===== src/rtl/core/assert_macros.svh =====
// assertion macros shared by the tokenizer rtl
// expects clock and reset in the scope of each use
`ifndef ASSERT_MACROS_SVH
`define ASSERT_MACROS_SVH

// checked on every clock edge outside reset
`define HRT_ASSERT(lbl, prop, msg) \
   lbl: assert property (@(posedge clock) disable iff (reset) (prop)) else $error(msg);

// checked on every clock edge, reset included
`define HRT_ASSERT_ALWAYS(lbl, prop, msg) \
   lbl: assert property (@(posedge clock) (prop)) else $error(msg);

`endif


===== src/rtl/core/hrt_pkg.sv =====
// types, constants and helper functions of the request tokenizer
// no dependencies
package hrt_pkg;

   localparam int QUEUE_DEPTH = 4;
   localparam int MAX_RESULTS = 3;
   localparam int CNT_W = $clog2(MAX_RESULTS + 1);
   localparam int CSR_ADDR_W = 2;
   localparam int CSR_DATA_W = 32;

   localparam logic [CSR_ADDR_W-1:0] ADDR_URL_DECODE = 2'd0;

   localparam logic [7:0] CH_LF = 8'd10;
   localparam logic [7:0] CH_CR = 8'd13;
   localparam logic [7:0] CH_SP = 8'd32;
   localparam logic [7:0] CH_PCT = 8'd37;
   localparam logic [7:0] CH_COLON = 8'd58;

   typedef enum logic [2:0] {
      PH_METHOD  = 3'd0,
      PH_URL     = 3'd1,
      PH_VERSION = 3'd2,
      PH_KEY     = 3'd3,
      PH_VALUE   = 3'd4
   } hrt_phase_type;

   typedef enum logic [2:0] {
      TAG_METHOD   = 3'd0,
      TAG_URL      = 3'd1,
      TAG_VERSION  = 3'd2,
      TAG_KEY      = 3'd3,
      TAG_VALUE    = 3'd4,
      TAG_LINE_END = 3'd5,
      TAG_REQ_END  = 3'd6,
      TAG_ERROR    = 3'd7
   } hrt_tag_type;

   typedef struct packed {
      logic [7:0]  data;
      hrt_tag_type tag;
      logic        ok;
      logic        err;
   } hrt_result_type;

   typedef struct packed {
      logic [CNT_W-1:0]                 cnt;
      hrt_result_type [MAX_RESULTS-1:0] res;
   } hrt_entry_type;

   typedef struct packed {
      hrt_phase_type phase;
      logic          pending_cr;
      logic          pending_colon;
      logic [1:0]    pct_cnt;
      logic [7:0]    pct_digit;
      logic          line_ne;
      logic          key_ne;
      logic          val_ne;
   } hrt_state_type;

   typedef struct packed {
      logic       valid;
      logic [3:0] val;
   } hrt_hex_type;

   function automatic hrt_hex_type hex_val(input logic [7:0] c);
      hrt_hex_type h;
      h = '0;
      if (c >= 8'd48 && c <= 8'd57) begin
         h.valid = 1'b1;
         h.val = 4'(c - 8'd48);
      end else if (c >= 8'd97 && c <= 8'd102) begin
         h.valid = 1'b1;
         h.val = 4'(c - 8'd87);
      end else if (c >= 8'd65 && c <= 8'd70) begin
         h.valid = 1'b1;
         h.val = 4'(c - 8'd55);
      end
      return h;
   endfunction

endpackage


===== src/rtl/core/hrt_req_if.sv =====
// request byte channel: valid, ready and one raw byte per beat
// no dependencies
interface hrt_req_if;
   logic       valid;
   logic       ready;
   logic [7:0] in_byte;

   modport source (output valid, output in_byte, input ready);
   modport sink (input valid, input in_byte, output ready);
endinterface


===== src/rtl/core/hrt_rsp_if.sv =====
// result channel: valid, ready and one tagged field byte per beat
// no dependencies
interface hrt_rsp_if;
   logic       valid;
   logic       ready;
   logic [7:0] out_byte;
   logic [2:0] field_tag;
   logic       header_ok;
   logic       error_code;
   logic       last;

   modport source (output valid, output out_byte, output field_tag, output header_ok,
                   output error_code, output last, input ready);
   modport sink (input valid, input out_byte, input field_tag, input header_ok,
                 input error_code, input last, output ready);
endinterface


===== src/rtl/core/hrt_queue.sv =====
// short queue of result groups between tokenizer front and back
// depends on hrt_pkg and assert_macros.svh
`include "assert_macros.svh"

module hrt_queue #(
   parameter int DEPTH = hrt_pkg::QUEUE_DEPTH
) (
   input  logic               clock,
   input  logic               reset,
   input  logic               push,
   input  hrt_pkg::hrt_entry_type push_data,
   output logic               full,
   input  logic               pop,
   output hrt_pkg::hrt_entry_type head,
   output logic               empty
);

   localparam int PTR_W = (DEPTH > 1) ? $clog2(DEPTH) : 1;
   localparam int CNT_W = $clog2(DEPTH + 1);

   hrt_pkg::hrt_entry_type mem [DEPTH];
   logic [PTR_W-1:0] wr_ptr_ff, wr_ptr_in;
   logic [PTR_W-1:0] rd_ptr_ff, rd_ptr_in;
   logic [CNT_W-1:0] count_ff, count_in;

   assign full = (count_ff == CNT_W'(DEPTH));
   assign empty = (count_ff == '0);
   assign head = mem[rd_ptr_ff];

   always_comb begin
      wr_ptr_in = wr_ptr_ff;
      rd_ptr_in = rd_ptr_ff;
      count_in = count_ff;
      if (push) begin
         wr_ptr_in = (wr_ptr_ff == PTR_W'(DEPTH - 1)) ? '0 : wr_ptr_ff + 1'b1;
      end
      if (pop) begin
         rd_ptr_in = (rd_ptr_ff == PTR_W'(DEPTH - 1)) ? '0 : rd_ptr_ff + 1'b1;
      end
      if (push && !pop) begin
         count_in = count_ff + 1'b1;
      end else if (pop && !push) begin
         count_in = count_ff - 1'b1;
      end
   end

   always_ff @(posedge clock) begin
      if (reset) begin
         wr_ptr_ff <= '0;
         rd_ptr_ff <= '0;
         count_ff <= '0;
      end else begin
         wr_ptr_ff <= wr_ptr_in;
         rd_ptr_ff <= rd_ptr_in;
         count_ff <= count_in;
      end
   end

   always_ff @(posedge clock) begin
      if (push) begin
         mem[wr_ptr_ff] <= push_data;
      end
   end

   `HRT_ASSERT(a_no_overflow, push |-> !full, "push into full result queue")
   `HRT_ASSERT(a_no_underflow, pop |-> !empty, "pop from empty result queue")

endmodule


===== src/rtl/core/hrt_front.sv =====
// front of the tokenizer: takes request bytes, tracks the parse state and
// builds the group of results each byte causes; depends on hrt_pkg, hrt_req_if
module hrt_front (
   input  logic                   clock,
   input  logic                   reset,
   input  logic                   url_decode_enable,
   hrt_req_if.sink                req_bus,
   input  logic                   q_full,
   output logic                   q_push,
   output hrt_pkg::hrt_entry_type q_data
);

   typedef struct packed {
      hrt_pkg::hrt_state_type st;
      hrt_pkg::hrt_entry_type ent;
   } hrt_work_type;

   hrt_pkg::hrt_state_type st_ff, st_in;
   hrt_work_type w;
   logic accept;

   function automatic hrt_work_type put(input hrt_work_type x, input logic [7:0] d,
                                        input hrt_pkg::hrt_tag_type t, input logic ok,
                                        input logic err);
      hrt_work_type y;
      y = x;
      if (y.ent.cnt != hrt_pkg::CNT_W'(hrt_pkg::MAX_RESULTS)) begin
         y.ent.res[y.ent.cnt].data = d;
         y.ent.res[y.ent.cnt].tag = t;
         y.ent.res[y.ent.cnt].ok = ok;
         y.ent.res[y.ent.cnt].err = err;
         y.ent.cnt = y.ent.cnt + 1'b1;
      end
      return y;
   endfunction

   function automatic hrt_work_type emit_field(input hrt_work_type x, input logic [7:0] d);
      hrt_work_type y;
      y = x;
      y.st.line_ne = 1'b1;
      if (y.st.phase == hrt_pkg::PH_KEY) y.st.key_ne = 1'b1;
      if (y.st.phase == hrt_pkg::PH_VALUE) y.st.val_ne = 1'b1;
      y = put(y, d, hrt_pkg::hrt_tag_type'(y.st.phase), 1'b0, 1'b0);
      return y;
   endfunction

   function automatic hrt_work_type line_end(input hrt_work_type x);
      hrt_work_type y;
      y = x;
      if (y.st.phase == hrt_pkg::PH_METHOD || y.st.phase == hrt_pkg::PH_URL) begin
         y = put(y, 8'd0, hrt_pkg::TAG_ERROR, 1'b0, !y.st.line_ne);
         y.st.phase = hrt_pkg::PH_METHOD;
      end else if (y.st.phase == hrt_pkg::PH_VERSION) begin
         y = put(y, 8'd0, hrt_pkg::TAG_LINE_END, 1'b0, 1'b0);
         y.st.phase = hrt_pkg::PH_KEY;
      end else if (!y.st.line_ne) begin
         y = put(y, 8'd0, hrt_pkg::TAG_REQ_END, 1'b0, 1'b0);
         y.st.phase = hrt_pkg::PH_METHOD;
      end else begin
         y = put(y, 8'd0, hrt_pkg::TAG_LINE_END,
                 (y.st.phase == hrt_pkg::PH_VALUE) && y.st.key_ne && y.st.val_ne, 1'b0);
         y.st.phase = hrt_pkg::PH_KEY;
      end
      y.st.line_ne = 1'b0;
      y.st.key_ne = 1'b0;
      y.st.val_ne = 1'b0;
      y.st.pending_colon = 1'b0;
      y.st.pct_cnt = 2'd0;
      y.st.pct_digit = 8'd0;
      return y;
   endfunction

   function automatic hrt_work_type parse_byte(input hrt_work_type x, input logic [7:0] b,
                                               input logic en);
      hrt_work_type y;
      hrt_pkg::hrt_hex_type hx;
      hrt_pkg::hrt_hex_type hi;
      logic done;
      y = x;
      done = 1'b0;
      hx = hrt_pkg::hex_val(b);
      hi = hrt_pkg::hex_val(y.st.pct_digit);
      if (b != hrt_pkg::CH_CR) y.st.line_ne = 1'b1;
      // pending escape in the url
      if (y.st.phase == hrt_pkg::PH_URL && y.st.pct_cnt != 2'd0) begin
         if (hx.valid) begin
            if (y.st.pct_cnt == 2'd1) begin
               y.st.pct_digit = b;
               y.st.pct_cnt = 2'd2;
            end else begin
               y = emit_field(y, {hi.val, hx.val});
               y.st.pct_cnt = 2'd0;
               y.st.pct_digit = 8'd0;
            end
            done = 1'b1;
         end else begin
            y = emit_field(y, hrt_pkg::CH_PCT);
            if (y.st.pct_cnt == 2'd2) y = emit_field(y, y.st.pct_digit);
            y.st.pct_cnt = 2'd0;
            y.st.pct_digit = 8'd0;
         end
      end
      // colon held back in a key
      if (!done && y.st.phase == hrt_pkg::PH_KEY && y.st.pending_colon) begin
         y.st.pending_colon = 1'b0;
         if (b == hrt_pkg::CH_SP) begin
            y.st.phase = hrt_pkg::PH_VALUE;
            done = 1'b1;
         end else begin
            y = emit_field(y, hrt_pkg::CH_COLON);
         end
      end
      if (!done) begin
         if (b == hrt_pkg::CH_CR) begin
            y.st.pending_cr = 1'b1;
         end else begin
            unique case (y.st.phase)
               hrt_pkg::PH_METHOD: begin
                  if (b == hrt_pkg::CH_SP) y.st.phase = hrt_pkg::PH_URL;
                  else y = emit_field(y, b);
               end
               hrt_pkg::PH_URL: begin
                  if (b == hrt_pkg::CH_SP) y.st.phase = hrt_pkg::PH_VERSION;
                  else if (b == hrt_pkg::CH_PCT && en) y.st.pct_cnt = 2'd1;
                  else y = emit_field(y, b);
               end
               hrt_pkg::PH_KEY: begin
                  if (b == hrt_pkg::CH_COLON) y.st.pending_colon = 1'b1;
                  else y = emit_field(y, b);
               end
               default: begin
                  y = emit_field(y, b);
               end
            endcase
         end
      end
      return y;
   endfunction

   assign req_bus.ready = !q_full;
   assign accept = req_bus.valid && !q_full;

   always_comb begin
      w.st = st_ff;
      w.ent = '0;
      if (st_ff.pending_cr) begin
         w.st.pending_cr = 1'b0;
         if (req_bus.in_byte == hrt_pkg::CH_LF) begin
            w = line_end(w);
         end else begin
            w = emit_field(w, hrt_pkg::CH_CR);
            w = parse_byte(w, req_bus.in_byte, url_decode_enable);
         end
      end else begin
         w = parse_byte(w, req_bus.in_byte, url_decode_enable);
      end
      st_in = accept ? w.st : st_ff;
   end

   assign q_push = accept && (w.ent.cnt != '0);
   assign q_data = w.ent;

   always_ff @(posedge clock) begin
      if (reset) begin
         st_ff <= '{phase: hrt_pkg::PH_METHOD, pending_cr: 1'b0, pending_colon: 1'b0,
                    pct_cnt: 2'd0, pct_digit: 8'd0, line_ne: 1'b0, key_ne: 1'b0,
                    val_ne: 1'b0};
      end else begin
         st_ff <= st_in;
      end
   end

endmodule


===== src/rtl/core/hrt_back.sv =====
// back of the tokenizer: walks each queued result group and sends one
// result per beat through an output register; depends on hrt_pkg, hrt_rsp_if
`include "assert_macros.svh"

module hrt_back (
   input  logic                   clock,
   input  logic                   reset,
   input  logic                   q_empty,
   input  hrt_pkg::hrt_entry_type q_head,
   output logic                   q_pop,
   hrt_rsp_if.source              rsp_bus
);

   logic [hrt_pkg::CNT_W-1:0] sub_ff, sub_in;
   logic rsp_valid_ff, rsp_valid_in;
   hrt_pkg::hrt_result_type rsp_res_ff, rsp_res_in;
   logic rsp_last_ff, rsp_last_in;
   logic load;
   logic take;

   assign load = !rsp_valid_ff || rsp_bus.ready;
   assign take = load && !q_empty;
   assign q_pop = take && (sub_ff == q_head.cnt - 1'b1);

   always_comb begin
      sub_in = sub_ff;
      rsp_valid_in = rsp_valid_ff;
      rsp_res_in = rsp_res_ff;
      rsp_last_in = rsp_last_ff;
      if (load) begin
         rsp_valid_in = !q_empty;
      end
      if (take) begin
         rsp_res_in = q_head.res[sub_ff];
         rsp_last_in = q_pop;
         sub_in = q_pop ? '0 : sub_ff + 1'b1;
      end
   end

   always_ff @(posedge clock) begin
      if (reset) begin
         sub_ff <= '0;
         rsp_valid_ff <= 1'b0;
      end else begin
         sub_ff <= sub_in;
         rsp_valid_ff <= rsp_valid_in;
      end
   end

   always_ff @(posedge clock) begin
      rsp_res_ff <= rsp_res_in;
      rsp_last_ff <= rsp_last_in;
   end

   assign rsp_bus.valid = rsp_valid_ff;
   assign rsp_bus.out_byte = rsp_res_ff.data;
   assign rsp_bus.field_tag = rsp_res_ff.tag;
   assign rsp_bus.header_ok = rsp_res_ff.ok;
   assign rsp_bus.error_code = rsp_res_ff.err;
   assign rsp_bus.last = rsp_last_ff;

   `HRT_ASSERT(a_group_nonempty, !q_empty |-> (q_head.cnt != '0),
               "queued result group holds no result")
   `HRT_ASSERT(a_sub_in_range, !q_empty |-> (sub_ff < q_head.cnt),
               "result index past end of group")

endmodule


===== src/rtl/core/http_request_tokenizer.sv =====
// path: a byte's results are queued, then sent to rsp_bus through the output register
// throughput: one byte per cycle while each byte yields at most one result and the queue
// is not full; the output register sends one result per cycle while rsp_bus is ready
// the queue of QUEUE_DEPTH result groups absorbs bursts of multi-result bytes
// reset: parse state to method phase, queue and output emptied, url decoding on
// top level: csr register, front, queue and back; depends on hrt_pkg and the interfaces
module http_request_tokenizer #(
   parameter int QUEUE_DEPTH = hrt_pkg::QUEUE_DEPTH
) (
   input  logic                            clock,
   input  logic                            reset,
   hrt_req_if.sink                         req_bus,
   hrt_rsp_if.source                       rsp_bus,
   input  logic                            psel,
   input  logic                            penable,
   input  logic                            pwrite,
   input  logic [hrt_pkg::CSR_ADDR_W-1:0]  paddr,
   input  logic [hrt_pkg::CSR_DATA_W-1:0]  pwdata,
   output logic [hrt_pkg::CSR_DATA_W-1:0]  prdata,
   output logic                            pready
);

   logic url_en_ff, url_en_in;
   logic q_push, q_pop, q_full, q_empty;
   hrt_pkg::hrt_entry_type q_data, q_head;

   assign pready = 1'b1;

   always_comb begin
      url_en_in = url_en_ff;
      if (psel && penable && pwrite && paddr == hrt_pkg::ADDR_URL_DECODE) begin
         url_en_in = pwdata[0];
      end
   end

   assign prdata = (paddr == hrt_pkg::ADDR_URL_DECODE) ?
                   hrt_pkg::CSR_DATA_W'(url_en_ff) : '0;

   always_ff @(posedge clock) begin
      if (reset) begin
         url_en_ff <= 1'b1;
      end else begin
         url_en_ff <= url_en_in;
      end
   end

   hrt_front u_front (
      .clock             (clock),
      .reset             (reset),
      .url_decode_enable (url_en_ff),
      .req_bus           (req_bus),
      .q_full            (q_full),
      .q_push            (q_push),
      .q_data            (q_data)
   );

   hrt_queue #(
      .DEPTH (QUEUE_DEPTH)
   ) u_queue (
      .clock     (clock),
      .reset     (reset),
      .push      (q_push),
      .push_data (q_data),
      .full      (q_full),
      .pop       (q_pop),
      .head      (q_head),
      .empty     (q_empty)
   );

   hrt_back u_back (
      .clock   (clock),
      .reset   (reset),
      .q_empty (q_empty),
      .q_head  (q_head),
      .q_pop   (q_pop),
      .rsp_bus (rsp_bus)
   );

endmodule


===== src/flat_wrapper.sv =====
// flat-port wrapper written by rule: the top's interface ports become plain ports
module http_request_tokenizer_flat 
#(
   parameter int QUEUE_DEPTH = hrt_pkg::QUEUE_DEPTH
)
  (clock, reset, psel, penable, pwrite, paddr, pwdata, prdata, pready, req_bus_valid, req_bus_in_byte, req_bus_ready, rsp_bus_valid, rsp_bus_out_byte, rsp_bus_field_tag, rsp_bus_header_ok, rsp_bus_error_code, rsp_bus_last, rsp_bus_ready);
  hrt_req_if req_bus_i ();
  hrt_rsp_if rsp_bus_i ();
  input  logic clock;
  input  logic reset;
  input  logic psel;
  input  logic penable;
  input  logic pwrite;
  input  logic [hrt_pkg::CSR_ADDR_W-1:0] paddr;
  input  logic [hrt_pkg::CSR_DATA_W-1:0] pwdata;
  output logic [hrt_pkg::CSR_DATA_W-1:0] prdata;
  output logic pready;
  input wire logic [$bits(req_bus_i.valid)-1:0] req_bus_valid;
  input wire logic [$bits(req_bus_i.in_byte)-1:0] req_bus_in_byte;
  output wire logic [$bits(req_bus_i.ready)-1:0] req_bus_ready;
  output wire logic [$bits(rsp_bus_i.valid)-1:0] rsp_bus_valid;
  output wire logic [$bits(rsp_bus_i.out_byte)-1:0] rsp_bus_out_byte;
  output wire logic [$bits(rsp_bus_i.field_tag)-1:0] rsp_bus_field_tag;
  output wire logic [$bits(rsp_bus_i.header_ok)-1:0] rsp_bus_header_ok;
  output wire logic [$bits(rsp_bus_i.error_code)-1:0] rsp_bus_error_code;
  output wire logic [$bits(rsp_bus_i.last)-1:0] rsp_bus_last;
  input wire logic [$bits(rsp_bus_i.ready)-1:0] rsp_bus_ready;
  assign req_bus_i.valid = req_bus_valid;
  assign req_bus_i.in_byte = req_bus_in_byte;
  assign req_bus_ready = req_bus_i.ready;
  assign rsp_bus_valid = rsp_bus_i.valid;
  assign rsp_bus_out_byte = rsp_bus_i.out_byte;
  assign rsp_bus_field_tag = rsp_bus_i.field_tag;
  assign rsp_bus_header_ok = rsp_bus_i.header_ok;
  assign rsp_bus_error_code = rsp_bus_i.error_code;
  assign rsp_bus_last = rsp_bus_i.last;
  assign rsp_bus_i.ready = rsp_bus_ready;
  http_request_tokenizer #(.QUEUE_DEPTH(QUEUE_DEPTH)) u_core (.clock(clock), .reset(reset), .req_bus(req_bus_i), .rsp_bus(rsp_bus_i), .psel(psel), .penable(penable), .pwrite(pwrite), .paddr(paddr), .pwdata(pwdata), .prdata(prdata), .pready(pready));
endmodule

===== config.mk =====
export PLATFORM = sky130hd
export DESIGN_NAME = http_request_tokenizer_flat
export DESIGN_NICKNAME = d
export VERILOG_FILES = /design/src/rtl/core/hrt_pkg.sv /design/src/rtl/core/hrt_req_if.sv /design/src/rtl/core/hrt_rsp_if.sv /design/src/rtl/core/hrt_queue.sv /design/src/rtl/core/hrt_front.sv /design/src/rtl/core/hrt_back.sv /design/src/rtl/core/http_request_tokenizer.sv /design/src/flat_wrapper.sv
export VERILOG_INCLUDE_DIRS = /design/src /design/src/rtl/core
export SDC_FILE = /design/constraint.sdc
export NUM_CORES = 1
export LEC_CHECK = 0
export ABC_AREA = 0
export ABC_CLOCK_PERIOD_IN_PS = 4700
export BUFFER_PORTS_ARGS = -buffer_cell sky130_fd_sc_hd__buf_2
export CAP_MARGIN = 20
export CORE_MARGIN = 5
export CORE_UTILIZATION = 45
export DETAILED_ROUTE_END_ITERATION = 7
export GPL_TIMING_DRIVEN = 1
export HOLD_SLACK_MARGIN = 0.02
export PLACE_DENSITY_LB_ADDON = 0.05
export SLEW_MARGIN = 20
export SYNTH_ARGS = -nofsm -noshare
export SYNTH_HDL_FRONTEND = slang
export SYNTH_SLANG_ARGS = --single-unit
export TNS_END_PERCENT = 50

===== constraint.sdc =====
create_clock -name clock -period 4.7 [get_ports clock]
set_clock_uncertainty 0.15 [all_clocks]
set_input_delay 0.47 -clock clock [delete_from_list [all_inputs] [get_ports clock]]
set_output_delay 0.47 -clock clock [all_outputs]
set_load 0.1 [all_outputs]

==> report_table.html, run 1 <==
<table>
<tr><th>Metric</th><th>Value</th></tr>
<tr><th colspan="2">Run status</th></tr>
<tr><td>Outcome</td><td>finished, final reports clean</td></tr>
<tr><th colspan="2">Detailed routing</th></tr>
<tr><td>Routed wire length</td><td>20940 µm</td></tr>
<tr><td>Antenna Violating Nets Remaining</td><td>0</td></tr>
<tr><td>Wire length per cell after detailed routing</td><td>20.86 µm</td></tr>
<tr><td>Total number of vias</td><td>5751</td></tr>
<tr><td>Via count normalized by instance count</td><td>5.728</td></tr>
<tr><td>Number of violations reported at the end of detailed-routing iteration 0</td><td>416</td></tr>
<tr><td>First-pass DRT Iterations</td><td>5</td></tr>
<tr><td>DRC violations left</td><td>0</td></tr>
<tr><th colspan="2">Critical path</th></tr>
<tr><td>Largest stage delay on the critical path</td><td>630 ps</td></tr>
<tr><td>Gate family responsible for the most delay along the worst path</td><td>simple AND/OR/NAND/NOR gates</td></tr>
<tr><td>Path depth of the worst reg2reg path</td><td>13</td></tr>
<tr><td>Cells along the critical path</td><td>nand4b_1, nor4_2, nor2_1, nand3_1, nor3b_1, o22ai_2, a31oi_4, ha_1, inv_1, fa_1, xor2_1, or3_1, a21oi_1</td></tr>
<tr><td>Worst-path cell with the longest stage delay</td><td>dfxtp_1</td></tr>
<tr><td>CP Data Required Time</td><td>4900 ps</td></tr>
<tr><td>Crit path to</td><td>u_core.u_queue.count_ff[2]$_SDFFE_PP0P_</td></tr>
<tr><td>Origin of the critical flop-to-flop path</td><td>u_core.u_front.st_ff[16]$_SDFFE_PP0P_</td></tr>
<tr><td>FF-to-FF End</td><td>u_core.u_queue.count_ff[2]$_SDFFE_PP0P_</td></tr>
<tr><td>CP Class</td><td>flip-flop to flip-flop</td></tr>
<tr><td>WP depth</td><td>13</td></tr>
<tr><td>Register-to-Register Setup Slack</td><td>570 ps</td></tr>
<tr><td>CP Max Fanout</td><td>13</td></tr>
<tr><td>Critical Path End Type</td><td>flip-flop</td></tr>
<tr><td>CP bufs+invs</td><td>1</td></tr>
<tr><td>Kind of launch point of the worst setup path</td><td>flip-flop</td></tr>
<tr><td>Data arrival time at the worst-slack endpoint</td><td>4340 ps</td></tr>
<tr><td>Critical path launch point</td><td>u_core.u_front.st_ff[16]$_SDFFE_PP0P_</td></tr>
<tr><th colspan="2">Yosys</th></tr>
<tr><td>Largest family of logic cells by synthesized area</td><td>compound AO/OA/AOI/OAI gates</td></tr>
<tr><td>Average instance area after synthesis</td><td>13.61 µm²</td></tr>
<tr><td>Synthesized instance count</td><td>681</td></tr>
<tr><td>Yosys reg bits</td><td>193</td></tr>
<tr><td>Top cell type by total area after synthesis</td><td>edfxtp_1</td></tr>
<tr><td>Predominant post-synthesis flop cell</td><td>edfxtp_1</td></tr>
<tr><td>Dominant cell by count in the synthesized netlist</td><td>edfxtp_1</td></tr>
<tr><td>Compound-cell area share of the yosys netlist</td><td>11.53%</td></tr>
<tr><td>Portion of netlist area occupied by mux cells</td><td>11.01%</td></tr>
<tr><td>Arithmetic-cell share of the synthesized area counting full adders, half adders and majority gates</td><td>2.107%</td></tr>
<tr><td>Proportion of synthesized flip-flops having asynchronous set or reset</td><td>0%</td></tr>
<tr><td>Yosys top cell area share</td><td>52.51%</td></tr>
<tr><td>Synth unique cells</td><td>84</td></tr>
<tr><td>Post-synthesis instance area</td><td>0.009265 mm²</td></tr>
<tr><td>Number of synthesized flops with an enable pin</td><td>162</td></tr>
<tr><td>Top post-synthesis cells by count</td><td>edfxtp_1 (162), nor2_1 (51), mux4_2 (37), nand2_1 (37), buf_4 (33)</td></tr>
<tr><td>Post-synthesis xor/xnor area fraction</td><td>0.7562%</td></tr>
<tr><td>Largest cells by area after synthesis</td><td>edfxtp_1 (53%), mux4_2 (9.0%), dfxtp_1 (6.7%), buf_4 (2.7%), nor2_1 (2.1%)</td></tr>
<tr><td>Sequential element share of the synthesized area</td><td>59.20%</td></tr>
<tr><td>Total of warnings raised by yosys</td><td>0</td></tr>
<tr><td>Area fraction in and, or, nand and nor cells after synthesis</td><td>9.966%</td></tr>
<tr><th colspan="2">Clocking</th></tr>
<tr><td>Number of resized instances in the post-cts repair step</td><td>0</td></tr>
<tr><td>CTS tree</td><td>done</td></tr>
<tr><td>Total number of H-tree levels</td><td>4</td></tr>
<tr><td>Number of buffers added by the clock tree synthesis step</td><td>17</td></tr>
<tr><td>Max Root-Sink Buffers</td><td>2</td></tr>
<tr><td>Count of buffers added by post-CTS timing repair for setup</td><td>0</td></tr>
<tr><td>Clock-pin slew on the worst setup and hold paths</td><td>70 ps</td></tr>
<tr><td>Hold-fix buffers, CTS</td><td>0</td></tr>
<tr><td>CTS Root Cell</td><td>clkbuf_16</td></tr>
<tr><td>Sink Count</td><td>193</td></tr>
<tr><td>Worst-Skew Late Latency</td><td>420 ps</td></tr>
<tr><th colspan="2">Finish</th></tr>
<tr><td>Net count reported at finish</td><td>785</td></tr>
<tr><td>Area growth from synthesis to layout</td><td>11.09%</td></tr>
<tr><td>Fill cells</td><td>1759</td></tr>
<tr><td>Ant diodes</td><td>0</td></tr>
<tr><td>Share of final-layout standard cells stronger than drive strength 1</td><td>21.12%</td></tr>
<tr><td>Final cell area excluding filler cells</td><td>0.01029 mm²</td></tr>
<tr><th colspan="2">Die</th></tr>
<tr><td>Chip width</td><td>153.5 µm</td></tr>
<tr><td>Starting Density</td><td>45.79%</td></tr>
<tr><td>Floorplan die height</td><td>153.5 µm</td></tr>
<tr><td>Die outline area</td><td>0.02356 mm²</td></tr>
<tr><td>Cell Rows</td><td>52</td></tr>
<tr><td>Std-Cell Core Area</td><td>0.02023 mm²</td></tr>
<tr><td>Top-level port count</td><td>98</td></tr>
<tr><th colspan="2">Power</th></tr>
<tr><td>Combinational share of power</td><td>31.4%</td></tr>
<tr><td>Part of the total power dissipated in the clock network</td><td>26.8%</td></tr>
<tr><td>Leakage power summed over all cells</td><td>0.003553 µW</td></tr>
<tr><td>Net switching power of the design</td><td>1894 µW</td></tr>
<tr><td>Internal power</td><td>3430 µW</td></tr>
<tr><td>Post-route total power</td><td>5324 µW</td></tr>
<tr><td>Areal power density over the cells</td><td>517.2 mW/mm²</td></tr>
<tr><td>Switch share</td><td>35.58%</td></tr>
<tr><td>Max rail drop VDD</td><td>0.2408 mV</td></tr>
<tr><td>Proportion of power drawn by flip-flops and latches</td><td>41.9%</td></tr>
<tr><th colspan="2">Placed design</th></tr>
<tr><td>Final weighted congestion in routability-driven placement</td><td>0.8780</td></tr>
<tr><td>Number of input and output port buffers inserted</td><td>34</td></tr>
<tr><td>Area of placed instances</td><td>0.009709 mm²</td></tr>
<tr><td>Hpwl dp</td><td>14090 µm</td></tr>
<tr><th colspan="2">Global routing</th></tr>
<tr><td>Number of global-route vias before repair</td><td>5840</td></tr>
<tr><td>Largest net degree at the start of global routing</td><td>38</td></tr>
<tr><td>Wire length of the first global-routing pass</td><td>32920 µm</td></tr>
<tr><td>Number of antenna violations at the first check in global routing</td><td>0</td></tr>
<tr><td>Gr usage total</td><td>17.98%</td></tr>
<tr><td>Total congestion overflow after global routing</td><td>0</td></tr>
<tr><th colspan="2">STA</th></tr>
<tr><td>Setup TNS</td><td>0 ps</td></tr>
<tr><td>RSZ-0062 raised after global routing</td><td>false</td></tr>
<tr><td>Max-slew violation count</td><td>0</td></tr>
<tr><td>Max-Slew Margin vs Limit</td><td>43.10%</td></tr>
<tr><td>Final Hold Violating Endpoints</td><td>0</td></tr>
<tr><td>Final worst path period need</td><td>4134 ps</td></tr>
<tr><td>Slew of the pin with the lowest slew margin</td><td>850.4 ps</td></tr>
<tr><td>Worst hold slack after final layout</td><td>112.5 ps</td></tr>
<tr><td>Upper clock frequency limit</td><td>241.9 MHz</td></tr>
<tr><td>Period Utilization, post-route</td><td>87.96%</td></tr>
<tr><td>Number of failing setup endpoints in the final timing report</td><td>0</td></tr>
<tr><th colspan="2">Min path</th></tr>
<tr><td>Hold crit path type</td><td>input pin to flip-flop</td></tr>
<tr><th colspan="2">Job</th></tr>
<tr><td>Total of max-cap violations</td><td>0</td></tr>
</table>
==> state kept, by name (all words and copies together) (netlist names), 2 cells and up, named ones only <==
| signal | count |
|---|---|
| u_core.u_queue.mem | 148 |
| u_core.u_queue.rd_ptr_ff | 2 |
| u_core.u_back.rsp_bus.field_tag | 3 |
| u_core.u_queue.count_ff | 3 |
| u_core.u_front.st_ff | 18 |
| u_core.u_back.rsp_bus.out_byte | 8 |
| u_core.u_back.sub_ff | 2 |
| u_core.u_queue.wr_ptr_ff | 2 |
==> power by group through the flow <==
stage | Sequential, µW | Combinational (µW) | Clock (µW)
finish | 2230 | 1670 | 1420
global route | 2260 | 1780 | 1530
CTS | 2240 | 1700 | 1460
floorplan | 2710 | 928 | 0
detailed placement | 2270 | 1700 | 0
global placement | 2260 | 1680 | 0
==> cell type report <==
type	instances	area [µm²]	share of cell area, %
Clock buffer	19	432.9	4.206
Clock inverter	13	150.1	1.459
Inverter	29	108.9	1.058
Multi-Input combinational cell	428	3421	33.24
Sequential cell	193	5487	53.31
Tap cell	270	337.8	3.282
Timing Repair Buffer	52	355.3	3.452
==> kinds of logic (layout without fill, tap and decap cells) <==
kind of cell | after synthesis | after routing
AOI/OAI and AO/OA | 142 | 142
xor gates and xnor gates | 8 | 8
adders and majority gates | 15 | 15
buffers and inverters | 94 | 113
DFF | 193 | 193
muxes | 55 | 55
other | 2 | 36
and+or+nand+nor | 172 | 172
==> per-layer routing <==
layer / wire length (µm) / part of all wire [%] / track usage (%) / vias up
met2: 10170 / 49 / 29.41 / 164
met4: 185 / 0.88 / 4.121 / 0
li1: - / - / - / 2640
met1: 9707 / 46 / 25.16 / 2929
met5: 0 / 0 / 0 / -
met3: 876 / 4.2 / 3.457 / 18
==> worst min path at each step <==
stage                     cells past startpoint                                startpoint                                  endpoint  slack (ps)
final                                         3                                 pwdata[0]             u_core.url_en_ff$_SDFFE_PP1P_         110
after global routing                          3                                 pwdata[0]             u_core.url_en_ff$_SDFFE_PP1P_         110
after CTS                                     3                                 pwdata[0]             u_core.url_en_ff$_SDFFE_PP1P_         100
after detailed placement                      2  u_core.u_back.rsp_bus.valid$_SDFFE_PP0P_  u_core.u_back.rsp_bus.valid$_SDFFE_PP0P_         320
after global placement                        2      u_core.u_front.st_ff[0]$_SDFFE_PP0P_      u_core.u_front.st_ff[0]$_SDFFE_PP0P_         310
after floorplan                               2      u_core.u_front.st_ff[0]$_SDFFE_PP0P_      u_core.u_front.st_ff[0]$_SDFFE_PP0P_         290
==> cells in the final DEF, fill, tap and decap left out, drive strengths merged, types with 15 or more instances in the layout <==
cell	count
a21oi	31
dfxtp	31
o22ai	20
buf	52
inv	36
edfxtp	162
conb	36
o21ai	23
nand2	37
nand3	15
clkbuf	19
mux2i	16
nor2	54
mux4	37
==> worst reg2reg max path: stages (launching register included) <==
cell	delay, ps
dfxtp_1	630
nand4b_1	330
nor4_2	590
nor2_1	210
nand3_1	210
nor3b_1	260
o22ai_2	150
a31oi_4	190
ha_1	220
inv_1	70
fa_1	430
xor2_1	180
or3_1	310
a21oi_1	140
==> per-stage QoR <==
| step | setup WS (ps) | util (%) | std cells |
|---|---|---|---|
| 6_report | 566.0 | 50.87 | 1004 |
| 2_1_floorplan | 820.4 | - | 715 |
| 4_1_cts | 543.1 | 50.87 | 1004 |
| 3_3_place_gp | 285.0 | 47.98 | 972 |
| 3_5_place_dp | 201.7 | 47.98 | 972 |
| 5_1_grt | 254.2 | 50.87 | 1004 |
Note: power is estimated with default switching activity, not from simulation.
==> run 2, diff against run 1 <==
Settings changed: SYNTH_HIERARCHICAL set to 1.
==> report_table.html, run 2 <==
<table>
<tr><th>Metric</th><th>Value</th></tr>
<tr><th colspan="2">Run status</th></tr>
<tr><td>Outcome</td><td>finished, final reports clean</td></tr>
<tr><th colspan="2">Die</th></tr>
<tr><td>Starting Density</td><td>45.49% (-0.30 points)</td></tr>
<tr><td>Chip width</td><td>160.8 µm (+4.8%)</td></tr>
<tr><td>Top-level port count</td><td>98 (unchanged)</td></tr>
<tr><td>Die outline area</td><td>0.02587 mm² (+9.8%)</td></tr>
<tr><td>Floorplan die height</td><td>160.8 µm (+4.8%)</td></tr>
<tr><td>Cell Rows</td><td>55 (+5.8%)</td></tr>
<tr><td>Std-Cell Core Area</td><td>0.02250 mm² (+11%)</td></tr>
<tr><th colspan="2">Yosys</th></tr>
<tr><td>Yosys top cell area share</td><td>52.21% (-0.29 points)</td></tr>
<tr><td>Sequential element share of the synthesized area</td><td>58.27% (-0.93 points)</td></tr>
<tr><td>Synth unique cells</td><td>84 (unchanged)</td></tr>
<tr><td>Proportion of synthesized flip-flops having asynchronous set or reset</td><td>0% (unchanged)</td></tr>
<tr><td>Post-synthesis instance area</td><td>0.01024 mm² (+10%)</td></tr>
<tr><td>Largest cells by area after synthesis</td><td>edfxtp_1 (52%), mux4_2 (8.8%), dfxtp_1 (6.1%), buf_4 (5.5%), nor2_1 (1.9%)</td></tr>
<tr><td>Top post-synthesis cells by count</td><td>edfxtp_1 (178), buf_4 (75), nor2_1 (51), nand2_1 (41), mux4_2 (40)</td></tr>
<tr><td>Dominant cell by count in the synthesized netlist</td><td>edfxtp_1</td></tr>
<tr><td>Number of synthesized flops with an enable pin</td><td>178 (+9.9%)</td></tr>
<tr><td>Yosys reg bits</td><td>209 (+8.3%)</td></tr>
<tr><td>Average instance area after synthesis</td><td>13.58 µm² (-0.20%)</td></tr>
<tr><td>Total of warnings raised by yosys</td><td>6 (+6)</td></tr>
<tr><td>Predominant post-synthesis flop cell</td><td>edfxtp_1</td></tr>
<tr><td>Top cell type by total area after synthesis</td><td>edfxtp_1</td></tr>
<tr><td>Synthesized instance count</td><td>754 (+11%)</td></tr>
<tr><th colspan="2">Power</th></tr>
<tr><td>Leakage power summed over all cells</td><td>0.003604 µW (+1.4%)</td></tr>
<tr><td>Switch share</td><td>34.81% (-0.77 points)</td></tr>
<tr><td>Proportion of power drawn by flip-flops and latches</td><td>40.9% (-1.0 points)</td></tr>
<tr><td>Combinational share of power</td><td>31.6% (+0.2 points)</td></tr>
<tr><td>Max rail drop VDD</td><td>0.2786 mV (+16%)</td></tr>
<tr><td>Areal power density over the cells</td><td>543.4 mW/mm² (+5.1%)</td></tr>
<tr><td>Part of the total power dissipated in the clock network</td><td>27.5% (+0.7 points)</td></tr>
<tr><td>Net switching power of the design</td><td>2062 µW (+8.9%)</td></tr>
<tr><td>Internal power</td><td>3861 µW (+13%)</td></tr>
<tr><th colspan="2">Finish</th></tr>
<tr><td>Share of final-layout standard cells stronger than drive strength 1</td><td>18.27% (-2.9 points)</td></tr>
<tr><td>Top reg by flops</td><td>u_core/u_queue/mem</td></tr>
<tr><td>Ant diodes</td><td>0 (unchanged)</td></tr>
<tr><td>Most common cell after layout, fill and taps aside</td><td>edfxtp_1</td></tr>
<tr><td>Commonest cells after routing, fill and taps aside</td><td>edfxtp_1 (178), nor2_1 (51), nand2_1 (41)</td></tr>
<tr><td>Area growth from synthesis to layout</td><td>6.465%</td></tr>
<tr><td>Final core area utilization</td><td>48.43% (-2.4 points)</td></tr>
<tr><td>Fill cells</td><td>1994 (+13%)</td></tr>
<tr><td>Net count reported at finish</td><td>810 (+3.2%)</td></tr>
<tr><td>Number of flip-flops in the largest register</td><td>164 (+11%)</td></tr>
<tr><th colspan="2">Clocking</th></tr>
<tr><td>CTS tree</td><td>done</td></tr>
<tr><td>Count of buffers added by post-CTS timing repair for setup</td><td>0 (unchanged)</td></tr>
<tr><td>CTS Root Cell</td><td>clkbuf_16</td></tr>
<tr><td>Number of resized instances in the post-cts repair step</td><td>0 (unchanged)</td></tr>
<tr><td>Total number of H-tree levels</td><td>1 (-3)</td></tr>
<tr><td>Worst-Skew Late Latency</td><td>500 ps (+80 ps)</td></tr>
<tr><td>Number of buffers added by the clock tree synthesis step</td><td>23 (+6)</td></tr>
<tr><td>Max Root-Sink Buffers</td><td>3 (+1)</td></tr>
<tr><td>Clock-pin slew on the worst setup and hold paths</td><td>60 ps (about the same)</td></tr>
<tr><td>Sink Count</td><td>209 (+8.3%)</td></tr>
<tr><td>Hold-fix buffers, CTS</td><td>0 (unchanged)</td></tr>
<tr><th colspan="2">STA</th></tr>
<tr><td>RSZ-0062 raised after global routing</td><td>false</td></tr>
<tr><td>Upper clock frequency limit</td><td>265.0 MHz (+9.5%)</td></tr>
<tr><td>Max-Slew Margin vs Limit</td><td>40.32% (-2.8 points)</td></tr>
<tr><td>Number of failing setup endpoints in the final timing report</td><td>0 (unchanged)</td></tr>
<tr><td>Slew of the pin with the lowest slew margin</td><td>893.4 ps (+42.99 ps)</td></tr>
<tr><td>Max-slew violation count</td><td>0 (unchanged)</td></tr>
<tr><td>Final Hold Violating Endpoints</td><td>0 (unchanged)</td></tr>
<tr><td>Setup TNS</td><td>0 ps (unchanged)</td></tr>
<tr><td>Final worst path period need</td><td>3774 ps (-360.4 ps)</td></tr>
<tr><td>Period Utilization, post-route</td><td>80.29% (-7.7 points)</td></tr>
<tr><th colspan="2">Detailed routing</th></tr>
<tr><td>Routed wire length</td><td>22080 µm (+5.4%)</td></tr>
<tr><td>DRC violations left</td><td>0 (unchanged)</td></tr>
<tr><td>Number of violations reported at the end of detailed-routing iteration 0</td><td>494 (+19%)</td></tr>
<tr><td>Antenna Violating Nets Remaining</td><td>0 (unchanged)</td></tr>
<tr><td>First-pass DRT Iterations</td><td>5 (unchanged)</td></tr>
<tr><td>Wire length per cell after detailed routing</td><td>21.11 µm (+1.2%)</td></tr>
<tr><td>Total number of vias</td><td>6035 (+4.9%)</td></tr>
<tr><td>Via count normalized by instance count</td><td>5.770 (+0.72%)</td></tr>
<tr><th colspan="2">Placed design</th></tr>
<tr><td>Number of input and output port buffers inserted</td><td>34 (unchanged)</td></tr>
<tr><td>Final weighted congestion in routability-driven placement</td><td>0.8946 (+1.9%)</td></tr>
<tr><td>Hpwl dp</td><td>14350 µm (+1.8%)</td></tr>
<tr><th colspan="2">Global routing</th></tr>
<tr><td>Number of antenna violations at the first check in global routing</td><td>0 (unchanged)</td></tr>
<tr><td>Total congestion overflow after global routing</td><td>0 (unchanged)</td></tr>
<tr><td>Wire length of the first global-routing pass</td><td>35180 µm (+6.9%)</td></tr>
<tr><td>Gr usage total</td><td>17.07% (-0.91 points)</td></tr>
<tr><td>Largest net degree at the start of global routing</td><td>42 (+11%)</td></tr>
<tr><td>Number of global-route vias before repair</td><td>6159 (+5.5%)</td></tr>
<tr><th colspan="2">Critical path</th></tr>
<tr><td>CP Data Required Time</td><td>4980 ps (+80 ps)</td></tr>
<tr><td>Worst-path cell with the longest stage delay</td><td>dfxtp_1</td></tr>
<tr><td>Critical Path End Type</td><td>flip-flop</td></tr>
<tr><td>CP Max Fanout</td><td>14 (+1)</td></tr>
<tr><td>CP Class</td><td>flip-flop to flip-flop</td></tr>
<tr><td>Cells along the critical path</td><td>and3b_1, o21ai_0, o21ba_2, and2_1, nor2_4, nor2_1, a21oi_1, ha_1, inv_1, fa_1, xor2_1, or3_1, a21oi_1</td></tr>
<tr><td>Data arrival time at the worst-slack endpoint</td><td>4050 ps (-290 ps)</td></tr>
<tr><td>Largest stage delay on the critical path</td><td>630 ps (about the same)</td></tr>
<tr><td>Library cell appearing most often on the critical path</td><td>a21oi_1</td></tr>
<tr><td>Kind of launch point of the worst setup path</td><td>flip-flop</td></tr>
<tr><th colspan="2">Job</th></tr>
<tr><td>Total of max-cap violations</td><td>0 (unchanged)</td></tr>
<tr><th colspan="2">Min path</th></tr>
<tr><td>Hold crit path type</td><td>input pin to flip-flop</td></tr>
</table>
-- run 2: final timing paths --
path / end / from / cells after the start / slack (ps)
hold reg to reg: u_core/u_queue/count_ff[2]$_SDFFE_PP0P_ / u_core/u_queue/count_ff[2]$_SDFFE_PP0P_ / 2 / 380
hold / removal: u_core/url_en_ff$_SDFFE_PP1P_ / pwdata[0] / 3 / 110
setup / recovery: u_core/u_queue/count_ff[2]$_SDFFE_PP0P_ / u_core/u_front/st_ff[16]$_SDFFE_PP0P_ / 13 / 930
setup reg to reg: u_core/u_queue/count_ff[2]$_SDFFE_PP0P_ / u_core/u_front/st_ff[16]$_SDFFE_PP0P_ / 13 / 930
-- run 2: cells by family (layout without fill, tap and decap cells) --
| kind of cell | count (synthesis) | count (layout) | share of synthesized area (%) |
|---|---|---|---|
| AOI/OAI and AO/OA | 155 | 155 | 10.39 |
| xor gates and xnor gates | 7 | 7 | 0.5989 |
| adders and majority gates | 16 | 16 | 2.029 |
| buffers and inverters | 133 | 106 | 8.727 |
| DFF | 209 | 209 | 58.27 |
| muxes | 60 | 60 | 10.93 |
| other | 3 | 37 | 0.1100 |
| and+or+nand+nor | 171 | 171 | 8.947 |
-- run 2: power groups by stage --
stage	clock, µW	combinational (µW)	sequential (µW)
after floorplan	0	1160	2930
after global placement	0	1880	2450
after detailed placement	0	1900	2470
after CTS	1670	1900	2430
after global routing	1750	2010	2450
final	1630	1870	2420
-- run 2: final cells by class --
cell class	count	area, µm²	share of cell area, %
multi-input combinational	446	3517	32.27
timing repair buffer	45	302.8	2.778
tap	285	356.6	3.272
inverter	20	75.07	0.6888
sequential	209	5968	54.76
clock inverter	9	70.07	0.6429
clock buffer	32	609.3	5.591
-- run 2: metrics by stage --
stage | total power [µW] | std cells | cell area, µm² | worst slack, ps | hold WS (ps)
after CTS | 6004 | 1046 | 10890 | 883.2 | 102.4
after global routing | 6212 | 1046 | 10900 | 681.9 | 125.3
after floorplan | 4088 | 788 | 10360 | 512.3 | 310.3
after global placement | 4333 | 1005 | 10210 | 502.9 | 337.3
final | 5923 | 1046 | 10900 | 926.3 | 109.8
after detailed placement | 4367 | 1005 | 10210 | 437.6 | 341.6
-- run 2: routing by layer --
metal | wire, µm | vias up | GRT usage, %
met5 | 0 | - | 0
met4 | 325 | 0 | 3.490
met3 | 1273 | 31 | 2.848
met2 | 10570 | 210 | 28.24
met1 | 9908 | 3027 | 24.06
li1 | - | 2767 | -
-- run 2: critical path: cells and delay by family (launching register included) --
family / cells / cell delay (ps)
flip-flops: 1 / 630
AO/OA/AOI/OAI: 4 / 910
XOR/XNOR: 1 / 160
buffers and inverters: 1 / 60
adder cells (fa/ha/maj): 2 / 630
AND/OR/NAND/NOR: 5 / 1150
==> run 3, diff against run 2 <==
Settings changed: ABC_AREA 0 to 1, ABC_CLOCK_PERIOD_IN_PS 4700 to 3620.
Clock period 4.7 ns to 3.62 ns, I/O delays scaled along.
==> report_table.html, run 3 <==
<table>
<tr><th>Metric</th><th>Value</th></tr>
<tr><th colspan="2">Placed design</th></tr>
<tr><td>Final weighted congestion in routability-driven placement</td><td>0.8536 (-4.6%)</td></tr>
<tr><td>Number of input and output port buffers inserted</td><td>34 (unchanged)</td></tr>
<tr><td>Hpwl dp</td><td>15980 µm (+11%)</td></tr>
<tr><td>Setup Slack @ Placement</td><td>181.3 ps (-256.3 ps)</td></tr>
<tr><th colspan="2">Global routing</th></tr>
<tr><td>Number of global-route vias before repair</td><td>6975 (+13%)</td></tr>
<tr><td>Number of antenna violations at the first check in global routing</td><td>0 (unchanged)</td></tr>
<tr><td>Total congestion overflow after global routing</td><td>0 (unchanged)</td></tr>
<tr><td>Wire length of the first global-routing pass</td><td>39340 µm (+12%)</td></tr>
<tr><td>Gr usage total</td><td>18.72% (+1.7 points)</td></tr>
<tr><td>Largest net degree at the start of global routing</td><td>77 (+83%)</td></tr>
<tr><th colspan="2">Yosys</th></tr>
<tr><td>Synthesized instance count</td><td>1064 (+41%)</td></tr>
<tr><td>Area fraction in and, or, nand and nor cells after synthesis</td><td>16.51% (+7.6 points)</td></tr>
<tr><td>Largest cells by area after synthesis</td><td>edfxtp_1 (51%), buf_4 (6.0%), dfxtp_1 (5.9%), nor2_1 (5.3%), nand2_1 (4.4%)</td></tr>
<tr><td>Yosys top cell area share</td><td>50.75% (-1.5 points)</td></tr>
<tr><td>Post-synthesis xor/xnor area fraction</td><td>0.4989% (-0.10 points)</td></tr>
<tr><td>Top cell type by total area after synthesis</td><td>edfxtp_1</td></tr>
<tr><td>Number of synthesized flops with an enable pin</td><td>178 (unchanged)</td></tr>
<tr><td>Largest family of logic cells by synthesized area</td><td>simple AND/OR/NAND/NOR gates</td></tr>
<tr><td>Total of warnings raised by yosys</td><td>6 (unchanged)</td></tr>
<tr><td>Yosys reg bits</td><td>209 (unchanged)</td></tr>
<tr><td>Average instance area after synthesis</td><td>9.899 µm² (-27%)</td></tr>
<tr><td>Proportion of synthesized flip-flops having asynchronous set or reset</td><td>0% (unchanged)</td></tr>
<tr><td>Sequential element share of the synthesized area</td><td>56.64% (-1.6 points)</td></tr>
<tr><td>Portion of netlist area occupied by mux cells</td><td>0% (-11 points)</td></tr>
<tr><td>Compound-cell area share of the yosys netlist</td><td>13.25% (+2.9 points)</td></tr>
<tr><td>Arithmetic-cell share of the synthesized area counting full adders, half adders and majority gates</td><td>1.972% (-0.057 points)</td></tr>
<tr><td>Predominant post-synthesis flop cell</td><td>edfxtp_1</td></tr>
<tr><td>Post-synthesis instance area</td><td>0.01053 mm² (+2.9%)</td></tr>
<tr><td>Dominant cell by count in the synthesized netlist</td><td>edfxtp_1</td></tr>
<tr><td>Synth unique cells</td><td>41 (-51%)</td></tr>
<tr><td>Top post-synthesis cells by count</td><td>edfxtp_1 (178), nor2_1 (149), nand2_1 (124), o21ai_0 (86), buf_4 (84)</td></tr>
<tr><th colspan="2">Detailed routing</th></tr>
<tr><td>First-pass DRT Iterations</td><td>5 (unchanged)</td></tr>
<tr><td>Total number of vias</td><td>7285 (+21%)</td></tr>
<tr><td>DRC violations left</td><td>0 (unchanged)</td></tr>
<tr><td>Routed wire length</td><td>24540 µm (+11%)</td></tr>
<tr><td>Number of violations reported at the end of detailed-routing iteration 0</td><td>425 (-14%)</td></tr>
<tr><td>Wire length per cell after detailed routing</td><td>17.29 µm (-18%)</td></tr>
<tr><td>Via count normalized by instance count</td><td>5.134 (-11%)</td></tr>
<tr><td>Antenna Violating Nets Remaining</td><td>0 (unchanged)</td></tr>
<tr><th colspan="2">Clocking</th></tr>
<tr><td>Count of buffers added by post-CTS timing repair for setup</td><td>0 (unchanged)</td></tr>
<tr><td>Max Root-Sink Buffers</td><td>3 (unchanged)</td></tr>
<tr><td>Clock-pin slew on the worst setup and hold paths</td><td>60 ps (about the same)</td></tr>
<tr><td>CTS tree</td><td>done</td></tr>
<tr><td>Sink Count</td><td>209 (unchanged)</td></tr>
<tr><td>Worst-Skew Late Latency</td><td>500 ps (about the same)</td></tr>
<tr><td>CTS Root Cell</td><td>clkbuf_16</td></tr>
<tr><td>Number of buffers added by the clock tree synthesis step</td><td>23 (unchanged)</td></tr>
<tr><td>Total number of H-tree levels</td><td>1 (unchanged)</td></tr>
<tr><th colspan="2">Critical path</th></tr>
<tr><td>FF-to-FF End</td><td>u_core/u_queue/count_ff[1]$_SDFFE_PP0P_</td></tr>
<tr><td>CP Data Required Time</td><td>3860 ps (-1120 ps)</td></tr>
<tr><td>CP Max Fanout</td><td>4 (-10)</td></tr>
<tr><td>CP Class</td><td>input pin to flip-flop</td></tr>
<tr><td>Origin of the critical flop-to-flop path</td><td>u_core/u_front/st_ff[16]$_SDFFE_PP0P_</td></tr>
<tr><td>Kind of launch point of the worst setup path</td><td>input pin</td></tr>
<tr><td>Path depth of the worst reg2reg path</td><td>17 (+4)</td></tr>
<tr><td>Critical Path End Type</td><td>flip-flop</td></tr>
<tr><td>Data arrival time at the worst-slack endpoint</td><td>3600 ps (-450 ps)</td></tr>
<tr><td>Critical path launch point</td><td>req_bus_in_byte[6]</td></tr>
<tr><td>Crit path to</td><td>u_core/u_queue/count_ff[1]$_SDFFE_PP0P_</td></tr>
<tr><td>Register-to-Register Setup Slack</td><td>520 ps (-410 ps)</td></tr>
<tr><th colspan="2">Min path</th></tr>
<tr><td>Start point of the worst min-delay path</td><td>req_bus_in_byte[0]</td></tr>
<tr><td>Hold crit path type</td><td>input pin to flip-flop</td></tr>
<tr><th colspan="2">Power</th></tr>
<tr><td>Proportion of power drawn by flip-flops and latches</td><td>36.6% (-4.3 points)</td></tr>
<tr><td>Switch share</td><td>38.74% (+3.9 points)</td></tr>
<tr><td>Areal power density over the cells</td><td>738.2 mW/mm² (+36%)</td></tr>
<tr><td>Leakage power summed over all cells</td><td>0.004477 µW (+24%)</td></tr>
<tr><td>Max rail drop VDD</td><td>0.3818 mV (+37%)</td></tr>
<tr><td>Internal power</td><td>5240 µW (+36%)</td></tr>
<tr><td>Part of the total power dissipated in the clock network</td><td>28.6% (+1.1 points)</td></tr>
<tr><td>Net switching power of the design</td><td>3313 µW (+61%)</td></tr>
<tr><td>Combinational share of power</td><td>34.7% (+3.1 points)</td></tr>
<tr><th colspan="2">Die</th></tr>
<tr><td>Starting Density</td><td>45.28% (-0.22 points)</td></tr>
<tr><td>Top-level port count</td><td>98 (unchanged)</td></tr>
<tr><td>Chip width</td><td>163.0 µm (+1.3%)</td></tr>
<tr><td>Cell Rows</td><td>56 (+1.8%)</td></tr>
<tr><td>Die outline area</td><td>0.02657 mm² (+2.7%)</td></tr>
<tr><td>Floorplan die height</td><td>163.0 µm (+1.3%)</td></tr>
<tr><td>Std-Cell Core Area</td><td>0.02326 mm² (+3.4%)</td></tr>
<tr><th colspan="2">Job</th></tr>
<tr><td>Total of max-cap violations</td><td>0 (unchanged)</td></tr>
<tr><th colspan="2">STA</th></tr>
<tr><td>Max-Slew Margin vs Limit</td><td>44.77% (+4.5 points)</td></tr>
<tr><td>Setup TNS</td><td>0 ps (unchanged)</td></tr>
<tr><td>Final Hold Violating Endpoints</td><td>0 (unchanged)</td></tr>
<tr><td>Final worst path period need</td><td>3360 ps</td></tr>
<tr><td>Worst hold slack after final layout</td><td>45.75 ps (-64.10 ps)</td></tr>
<tr><td>Max-slew violation count</td><td>0 (unchanged)</td></tr>
<tr><td>Number of failing setup endpoints in the final timing report</td><td>0 (unchanged)</td></tr>
<tr><td>Upper clock frequency limit</td><td>297.6 MHz</td></tr>
<tr><td>Slew of the pin with the lowest slew margin</td><td>828.4 ps (-64.97 ps)</td></tr>
<tr><td>RSZ-0062 raised after global routing</td><td>false</td></tr>
<tr><td>Crit path setup slack, layout</td><td>260.1 ps (-666.2 ps)</td></tr>
<tr><td>Period Utilization, post-route</td><td>92.81%</td></tr>
<tr><th colspan="2">Finish</th></tr>
<tr><td>Net count reported at finish</td><td>1149 (+42%)</td></tr>
<tr><td>Number of flip-flops in the largest register</td><td>164 (unchanged)</td></tr>
<tr><td>Total area of multi-input combinational cells</td><td>0.003536 mm² (+0.53%)</td></tr>
<tr><td>Top reg by flops</td><td>u_core/u_queue/mem</td></tr>
<tr><td>Commonest cells after routing, fill and taps aside</td><td>edfxtp_1 (178), nor2_1 (148), nand2_1 (124)</td></tr>
<tr><td>Ant diodes</td><td>0 (unchanged)</td></tr>
<tr><td>Share of final-layout standard cells stronger than drive strength 1</td><td>16.00% (-2.3 points)</td></tr>
<tr><td>Most common cell after layout, fill and taps aside</td><td>edfxtp_1</td></tr>
<tr><td>Area growth from synthesis to layout</td><td>10.00%</td></tr>
<tr><td>Fill cells</td><td>2194 (+10%)</td></tr>
<tr><td>FF+latch area</td><td>0.005967 mm² (about the same)</td></tr>
<tr><th colspan="2">Run status</th></tr>
<tr><td>Outcome</td><td>finished, final reports clean</td></tr>
</table>
run 3: worst max-delay path, cell delays in order:
cell	delay, ps
dlygate4sd3_1	530
buf_2	150
inv_1	130
nand2_1	120
nor2_2	150
nand2_1	120
nand3_1	140
nand2_1	120
nor2_1	130
nand2_2	110
nand2_4	100
nand2_1	60
nand3_1	70
nand2_1	140
a21oi_2	210
ha_1	200
inv_1	70
fa_1	420
o21ai_0	200
nor2_1	60
run 3: kinds of logic after synthesis:
family	after synthesis
AO/OA/AOI/OAI	252
XOR/XNOR	6
adder cells (fa/ha/maj)	16
buffers and inverters	197
flip-flops	209
other	3
AND/OR/NAND/NOR	381
run 3: final cells by class:
cell class,count,area share [%]
clock buffer,25,5.032
timing repair buffer,80,5.076
tap,319,3.445
sequential,209,51.50
multi-input combinational,692,30.52
inverter,78,2.613
clock inverter,16,1.814
run 3: worst min-delay path by stage:
stage / endpoint / cells past startpoint
CTS: u_core/u_front/st_ff[3]$_SDFFE_PP0P_ / 3
finish: u_core/u_front/st_ff[3]$_SDFFE_PP0P_ / 3
floorplan: u_core/u_back/rsp_bus.valid$_SDFFE_PP0P_ / 1
global placement: u_core/u_front/st_ff[11]$_SDFFE_PP0P_ / 2
detailed placement: u_core/u_front/st_ff[11]$_SDFFE_PP0P_ / 2
global route: u_core/u_back/rsp_bus.valid$_SDFFE_PP0P_ / 4
run 3: metal layers:
| metal | global-route usage [%] | wire, µm | up-vias |
|---|---|---|---|
| met4 | 3.088 | 263 | 0 |
| met5 | 0 | 0 | - |
| li1 | - | - | 3622 |
| met3 | 2.303 | 1100 | 19 |
| met1 | 27.21 | 11630 | 3472 |
| met2 | 30.87 | 11540 | 172 |
run 3: power groups by stage:
| stage | Combinational [µW] | Sequential, µW | Clock [µW] |
|---|---|---|---|
| final | 2970 | 3130 | 2450 |
| after global routing | 3280 | 3170 | 2620 |
| after CTS | 3010 | 3140 | 2500 |
| after detailed placement | 3000 | 3190 | 0 |
| after global placement | 2990 | 3190 | 0 |
| after floorplan | 1820 | 3790 | 0 |
run 3: stage by stage:
| stage | area, µm² | instances | power (µW) | util, % |
|---|---|---|---|---|
| 5_1_grt | 11590 | 1419 | 9064 | 49.81 |
| 4_1_cts | 11580 | 1419 | 8648 | 49.80 |
| 6_report | 11590 | 1419 | 8553 | 49.81 |
| 3_5_place_dp | 10750 | 1374 | 6186 | 46.21 |
| 2_1_floorplan | 10660 | 1098 | 5612 | - |
| 3_3_place_gp | 10750 | 1374 | 6180 | 46.21 |
run 3: what timing repair did:
item / 4_1_cts / 5_1_grt
setup endpoints to repair: 0 / 2
resized for setup: 0 / 1
hold endpoints to repair: 3 / 0
hold buffers: 4 / 0
